==> config.mk <==
export PLATFORM = sky130hd
export DESIGN_NAME = multiset_bag_table_unit
export DESIGN_NICKNAME = d
export VERILOG_FILES = /design/src/sv/mbt_pkg.sv /design/src/sv/multiset_bag_table_unit.sv /design/src/sv/mbt_core.sv
export SDC_FILE = /design/constraint.sdc
export NUM_CORES = 2
export LEC_CHECK = 0
export ABC_CLOCK_PERIOD_IN_PS = 5700
export BUFFER_PORTS_ARGS = -buffer_cell sky130_fd_sc_hd__buf_4
export CAP_MARGIN = 10
export CORE_ASPECT_RATIO = 0.5
export CORE_MARGIN = 4
export CORE_UTILIZATION = 40
export DETAILED_ROUTE_END_ITERATION = 8
export PLACE_DENSITY = 0.56
export SETUP_SLACK_MARGIN = 0.05
export SYNTH_ARGS = -nofsm -noshare
export SYNTH_HDL_FRONTEND = slang
export SYNTH_HIERARCHICAL = 1
export SYNTH_SLANG_ARGS = --single-unit
==> constraint.sdc <==
create_clock -name clk -period 5.7 [get_ports clk]
set_clock_uncertainty 0.2 [all_clocks]
set_input_delay 0.285 -clock clk [delete_from_list [all_inputs] [get_ports clk]]
set_output_delay 0.285 -clock clk [all_outputs]
set_load 0.03 [all_outputs]
==> src/sv/mbt_pkg.sv <==
// ----------------------------------------------------------------------------
// mbt_pkg
// shared constants, request codes and the result record of the multiset bag
// ----------------------------------------------------------------------------
package mbt_pkg;

    // default number of entries in the bag store
    localparam int BAG_DEPTH_DEF = 64;

    // fixed field widths
    localparam int VAL_W     = 32;
    localparam int REQ_W     = 2;
    localparam int OUT_CNT_W = 7;

    // request codes
    localparam logic [REQ_W-1:0] REQ_ADD    = 2'd0;
    localparam logic [REQ_W-1:0] REQ_REMOVE = 2'd1;
    localparam logic [REQ_W-1:0] REQ_QUERY  = 2'd2;
    localparam logic [REQ_W-1:0] REQ_CLEAR  = 2'd3;

    // one finished result
    typedef struct packed {
        logic                 success;
        logic [OUT_CNT_W-1:0] match_count;
        logic                 found;
        logic [OUT_CNT_W-1:0] current_size;
        logic                 is_empty;
    } mbt_result_t;

endpackage

==> src/sv/multiset_bag_table_unit.sv <==
// ----------------------------------------------------------------------------
// multiset_bag_table_unit
// unordered multiset of 32-bit values with add, remove, query and clear
// ----------------------------------------------------------------------------
// usage
//   request channel (req_valid / req_stall): req_type and item_value; one
//   transaction per request. req_stall is high while a request is being
//   worked on, so one request is in the block at a time.
//   response channel (rsp_valid / rsp_stall): one transaction per request
//   with success, match_count, found, current_size and is_empty.
// sequencing
//   add and clear: store and count updated on acceptance, no scan; the
//   result then waits in the done state for the output register
//   query: scans the n entries held, bounded by the one read port of the
//   entry store scanning one entry per cycle
//   remove: as query when the value is absent; when it is found, the scan
//   is followed by a read and a write-back of the last entry
//   next request taken once the result has moved to the output register
// reset
//   occupancy count cleared, store contents left undefined; no clear pass
// stall
//   a finished result waits in the output register; the block still takes
//   and works on the next request, and holds that result until the output
//   register frees
// ----------------------------------------------------------------------------
module multiset_bag_table_unit
    import mbt_pkg::*;
#(
    parameter int BAG_DEPTH = BAG_DEPTH_DEF
)
(
    input  logic                    clk,
    input  logic                    rst_n,
    input  logic                    req_valid,
    output logic                    req_stall,
    input  logic [REQ_W-1:0]        req_type,
    input  logic signed [VAL_W-1:0] item_value,
    output logic                    rsp_valid,
    input  logic                    rsp_stall,
    output logic                    success,
    output logic [OUT_CNT_W-1:0]    match_count,
    output logic                    found,
    output logic [OUT_CNT_W-1:0]    current_size,
    output logic                    is_empty
);

    logic        core_idle;
    logic        req_accept;
    logic        res_valid;
    logic        res_take;
    mbt_result_t core_res;
    mbt_result_t out_reg;
    logic        out_valid_reg, out_valid_next;

    // requests enter only when the sequencer is idle
    assign req_stall  = !core_idle;
    assign req_accept = req_valid && !req_stall;

    mbt_core #(
        .BAG_DEPTH (BAG_DEPTH)
    ) u_core (
        .clk         (clk),
        .rst_n       (rst_n),
        .start       (req_accept),
        .start_type  (req_type),
        .start_value (item_value),
        .idle        (core_idle),
        .res_valid   (res_valid),
        .res_take    (res_take),
        .res         (core_res)
    );

    // output register: free, or being emptied this cycle
    assign res_take = res_valid && (!out_valid_reg || !rsp_stall);

    always_comb
    begin
        out_valid_next = out_valid_reg;
        if (res_take)
        begin
            out_valid_next = 1'b1;
        end
        else if (!rsp_stall)
        begin
            out_valid_next = 1'b0;
        end
    end

    always_ff @(posedge clk or negedge rst_n)
    begin
        if (!rst_n)
        begin
            out_valid_reg <= 1'b0;
        end
        else
        begin
            out_valid_reg <= out_valid_next;
        end
    end

    // payload holds while the receiver stalls
    always_ff @(posedge clk)
    begin
        if (res_take)
        begin
            out_reg <= core_res;
        end
    end

    assign rsp_valid    = out_valid_reg;
    assign success      = out_reg.success;
    assign match_count  = out_reg.match_count;
    assign found        = out_reg.found;
    assign current_size = out_reg.current_size;
    assign is_empty     = out_reg.is_empty;

    // accepted request keeps the sequencer busy in the next cycle
    assert property (@(posedge clk) disable iff (!rst_n)
        req_accept |=> req_stall)
        else $error("block took a request but did not go busy");

    // a finished result is held until the output register takes it
    assert property (@(posedge clk) disable iff (!rst_n)
        (res_valid && !res_take) |=> (res_valid && $stable(core_res)))
        else $error("finished result lost before the output register took it");

    // presence is only reported on successful queries
    assert property (@(posedge clk) disable iff (!rst_n)
        (rsp_valid && found) |-> success)
        else $error("found reported without success");

    // failed add or remove carries no match information
    assert property (@(posedge clk) disable iff (!rst_n)
        (rsp_valid && !success) |-> (match_count == '0 && !found))
        else $error("failed request reports match data");

endmodule

==> src/sv/mbt_core.sv <==
// ----------------------------------------------------------------------------
// mbt_core
// entry store, occupancy count and the scan / move sequencer
// ----------------------------------------------------------------------------
module mbt_core
    import mbt_pkg::*;
#(
    parameter int BAG_DEPTH = BAG_DEPTH_DEF
)
(
    input  logic             clk,
    input  logic             rst_n,
    input  logic             start,
    input  logic [REQ_W-1:0] start_type,
    input  logic [VAL_W-1:0] start_value,
    output logic             idle,
    output logic             res_valid,
    input  logic             res_take,
    output mbt_result_t      res
);

    localparam int CNT_W = $clog2(BAG_DEPTH + 1);
    localparam int IDX_W = (BAG_DEPTH > 1) ? $clog2(BAG_DEPTH) : 1;

    typedef enum logic [4:0] {
        ST_IDLE    = 5'b00001,
        ST_SCAN    = 5'b00010,
        ST_MOVE_RD = 5'b00100,
        ST_MOVE_WR = 5'b01000,
        ST_DONE    = 5'b10000
    } mbt_state_t;

    mbt_state_t       state_reg, state_next;
    logic [CNT_W-1:0] count_reg, count_next;
    logic [REQ_W-1:0] op_reg, op_next;
    logic [VAL_W-1:0] value_reg, value_next;
    logic [CNT_W-1:0] issue_reg, issue_next;
    logic             rd_vld_reg, rd_vld_next;
    logic [CNT_W-1:0] match_reg, match_next;
    logic             hit_reg, hit_next;
    logic [IDX_W-1:0] hit_idx_reg, hit_idx_next;
    logic             ok_reg, ok_next;
    logic [VAL_W-1:0] rd_data_reg;

    logic [VAL_W-1:0] store_mem [BAG_DEPTH];

    logic             wr_en;
    logic [IDX_W-1:0] wr_addr;
    logic [VAL_W-1:0] wr_data;
    logic [IDX_W-1:0] rd_addr;
    logic [CNT_W-1:0] last_cnt;
    logic [CNT_W-1:0] cmp_cnt;
    logic             scan_more;
    logic             cmp_hit;

    assign last_cnt  = count_reg - CNT_W'(1);
    assign cmp_cnt   = issue_reg - CNT_W'(1);
    assign scan_more = issue_reg < count_reg;
    assign cmp_hit   = rd_vld_reg && (rd_data_reg == value_reg);

    // one write port and one registered read port: one write, one registered read per cycle
    always_ff @(posedge clk)
    begin
        if (wr_en)
        begin
            store_mem[wr_addr] <= wr_data;
        end
        rd_data_reg <= store_mem[rd_addr];
    end

    always_comb
    begin
        state_next   = state_reg;
        count_next   = count_reg;
        op_next      = op_reg;
        value_next   = value_reg;
        issue_next   = issue_reg;
        rd_vld_next  = 1'b0;
        match_next   = match_reg;
        hit_next     = hit_reg;
        hit_idx_next = hit_idx_reg;
        ok_next      = ok_reg;
        wr_en        = 1'b0;
        wr_addr      = count_reg[IDX_W-1:0];
        wr_data      = start_value;
        rd_addr      = issue_reg[IDX_W-1:0];

        case (state_reg)
            ST_IDLE:
            begin
                if (start)
                begin
                    op_next    = start_type;
                    value_next = start_value;
                    issue_next = '0;
                    match_next = '0;
                    hit_next   = 1'b0;
                    ok_next    = 1'b1;
                    case (start_type)
                        REQ_ADD:
                        begin
                            if (count_reg < CNT_W'(BAG_DEPTH))
                            begin
                                wr_en      = 1'b1;
                                count_next = count_reg + CNT_W'(1);
                            end
                            else
                            begin
                                ok_next = 1'b0;
                            end
                            state_next = ST_DONE;
                        end
                        REQ_CLEAR:
                        begin
                            count_next = '0;
                            state_next = ST_DONE;
                        end
                        default:
                        begin
                            state_next = ST_SCAN;
                        end
                    endcase
                end
            end
            ST_SCAN:
            begin
                // issue one read per cycle, compare the data of the previous one
                if (scan_more)
                begin
                    rd_vld_next = 1'b1;
                    issue_next  = issue_reg + CNT_W'(1);
                end
                if (cmp_hit)
                begin
                    match_next = match_reg + CNT_W'(1);
                    if (!hit_reg)
                    begin
                        hit_next     = 1'b1;
                        hit_idx_next = cmp_cnt[IDX_W-1:0];
                    end
                end
                if (!scan_more && !rd_vld_reg)
                begin
                    if (op_reg == REQ_REMOVE)
                    begin
                        ok_next    = hit_reg;
                        state_next = hit_reg ? ST_MOVE_RD : ST_DONE;
                    end
                    else
                    begin
                        state_next = ST_DONE;
                    end
                end
            end
            ST_MOVE_RD:
            begin
                rd_addr    = last_cnt[IDX_W-1:0];
                state_next = ST_MOVE_WR;
            end
            ST_MOVE_WR:
            begin
                // last entry overwrites the first match
                wr_en      = 1'b1;
                wr_addr    = hit_idx_reg;
                wr_data    = rd_data_reg;
                count_next = last_cnt;
                state_next = ST_DONE;
            end
            ST_DONE:
            begin
                if (res_take)
                begin
                    state_next = ST_IDLE;
                end
            end
            default:
            begin
                state_next = ST_IDLE;
            end
        endcase
    end

    always_ff @(posedge clk or negedge rst_n)
    begin
        if (!rst_n)
        begin
            state_reg  <= ST_IDLE;
            count_reg  <= '0;
            rd_vld_reg <= 1'b0;
        end
        else
        begin
            state_reg  <= state_next;
            count_reg  <= count_next;
            rd_vld_reg <= rd_vld_next;
        end
    end

    always_ff @(posedge clk)
    begin
        op_reg      <= op_next;
        value_reg   <= value_next;
        issue_reg   <= issue_next;
        match_reg   <= match_next;
        hit_reg     <= hit_next;
        hit_idx_reg <= hit_idx_next;
        ok_reg      <= ok_next;
    end

    assign idle      = (state_reg == ST_IDLE);
    assign res_valid = (state_reg == ST_DONE);

    always_comb
    begin
        res.success      = ok_reg;
        res.match_count  = (op_reg == REQ_QUERY) ? OUT_CNT_W'(match_reg) : '0;
        res.found        = (op_reg == REQ_QUERY) && (match_reg != '0);
        res.current_size = OUT_CNT_W'(count_reg);
        res.is_empty     = (count_reg == '0);
    end

endmodule
==> run metrics <==
synthesized area per cell 13.63 um^2; routed wire length 276,400 um; post-layout net count 6,499; max capacitance violation total 0; Tmin final 5.069 ns; maximum number of pins on one net before global-route repair 125; Synth area leader edfxtp_1; flip-flop count of the largest register, all copies and words added 2,048; final slew viol count 0; CTS Buffer Depth 3; placeable core region 0.2147 mm^2; highest attainable clock frequency 197.3 MHz; leak pwr 33.03 nW; unrepaired setup endpoints after global routing no; Worst Setup End Kind flop; Fin Setup TNS 0 ns; largest cells by area after synthesis edfxtp_1 (74%), nand2_1 (6.7%), nand3_1 (2.3%); number of antenna-violating nets in the routed design 0; final setup fails 0; initial DRC count 7,842; number of post-CTS setup repair buffers 0; floorplan die height 337.0 um; count of buffers from port buffering 56; Core Rows 120; leftover overflow at the end of global routing 0; post-synthesis to final-layout area growth 13.88%; most frequently used cell type in the post-synthesis netlist edfxtp_1; detailed-router iteration count before antenna repair 8; share of final-layout standard cells stronger than drive strength 1 0.1148; Synth top area share 0.7356; count of inserted antenna diode cells 0; WS Path Type reg -> reg; sort of element at the start of the critical path flop; global-route total usage across every layer 0.2415; Post-CTS Hold Buffers 67; number of antenna violations at the first check in global routing 9; Synth top cells by count edfxtp_1 (2,121), nand2_1 (1,555), nand3_1 (400), and3_1 (284), clkbuf_1 (276); worst slew pin tran 1.262 ns; CP Data Required Time 6.23 ns; FFs w/ async S/R, synth 0.006461; total number of clock tree sinks 2,167; die footprint 0.2244 mm^2; Tightest Hold Check Type in -> reg; clock tree from TritonCTS done; EDFF count, synth 2,121; post-synthesis instance total 6,354; status finished, final reports clean; number of global-route vias before repair 52.21k; Routed WL per cell 29.13 um; routed via count 56.51k; PD cells 401.3 mW/mm^2; synth unique cells 68; Worst Setup Slack post-DPL 0.7250 ns; worst ir drop on vdd 0.3000 mV; largest fanout of any net on the critical path 33; synthesis-stage register bit count 2,167; critical path data arrival time 5.60 ns; DR vias/cell 5.957; number of hold-slack violations in the final timing report 0; clock-pin slew reported for the worst setup and hold paths after clock tree synthesis 0.06 ns; Remaining DRCs 0; post-layout util 0.4593; Die W 666.0 um; sequential fraction of the synthesis area 0.7470; Final period util 0.8893; nets in the synthesized netlist 6,407; root buffer selected by CTS clkbuf_16; Post-CTS Resized 0; clock latency on the worst-skew pair 0.84 ns; crit path setup slack, layout 0.6312 ns; weighted congestion at the end of routability-driven global placement 0.8671; Top-Level Pins 57; yosys warns 6; post-synthesis instance area 0.08659 mm^2; number of buffers added by the clock tree synthesis step 199; maximum level of the CTS H-tree 4; initial cell density of the core 0.4033; global-route wire length before repair 394,100 um; max-slew headroom at the worst pin 0.1559; Top FF cell, synth edfxtp_1; Detail Placement HPWL 154,500 um
## power breakdown
group	switching (mW)	internal, mW	total [mW]
registers	0.339	17.8	18.2
clock network	5.92	7.47	13.4
logic	5.73	2.28	8.01
## metrics by stage
step / cell area, um^2 / power (mW) / hold WS (ns) / std cells
6_report: 98610 / 39.57 / 0.06453 / 9487
5_1_grt: 98610 / 40.91 / 0.02554 / 9487
4_1_cts: 98590 / 39.60 / 0.005266 / 9486
3_5_place_dp: 91470 / 26.33 / -0.04600 / 9044
3_3_place_gp: 91470 / 26.30 / -0.04750 / 9044
2_1_floorplan: 86590 / 23.13 / -0.2106 / 6354
## cells by family (layout without fill, tap and decap cells)
group,Yosys count,count (layout),share of synthesized area
compound gates,1036,1036,0.08185
simple gates,2564,2564,0.1349
buf+inv,483,749,0.02422
flops,2167,2167,0.7470
mux,37,37,0.004566
xor+xnor,52,52,0.005260
fa+ha+maj,15,15,0.002168
## cells in the final DEF (no fill, tap or decap), drive strengths merged, types with 40 or more instances in the layout
master,synthesis,layout
buf,184,284
and3,284,284
edfxtp,2121,2121
dlygate4sd3,0,67
o22ai,66,66
a211oi,250,250
nand2,1557,1557
nor2,98,98
o32a,64,64
nand3,400,400
a21oi,180,180
nor4,40,40
o21ai,85,85
a31oi,255,255
clkinv,0,87
clkbuf,276,260
nand4,96,96
## cell type report
class,instances,area [um^2]
repair buffers,351,3291
fillers,18900,116100
multi-input cells,3704,20520
clock buffers,260,5468
flip-flops and latches,2167,64680
inverters,23,86.33
well taps,2867,3587
clock inverters,115,973.4
## metal layers
layer / up-vias / GRT usage / share of wire
met2: 2990 / 0.3553 / 0.43
met3: 391 / 0.04654 / 0.10
met4: 6 / 0.06581 / 0.027
li1: 24240 / - / -
met1: 28890 / 0.3650 / 0.44
met5: - / 0 / 0.00017
## critical path, stage by stage (launching register included)
cell      delay [ns]
dfrtp_1         0.46
or3_1           0.60
o21ai_4         0.62
and2_4          0.66
buf_12          0.28
buf_4           0.24
a211oi_1        0.06
a31o_2          0.23
a21oi_1         0.72
buf_4           0.23
nand4_1         0.31
nor4_2          0.28
## final timing paths
check	cells past startpoint	startpoint	slack [ns]	end
max	11	u_core/state_reg[1]	0.63	u_core/rd_data_reg[8]
max reg2reg	11	u_core/state_reg[1]	0.63	u_core/rd_data_reg[8]
min reg2reg	0	u_core/ok_reg	0.22	success
min in group asynchronous	3	rst_n	0.38	rsp_valid
max in group asynchronous	3	rst_n	4.46	u_core/rd_vld_reg
min	2	item_value[17]	0.06	u_core/value_reg[17]
Power figures use the tool's default switching activity.
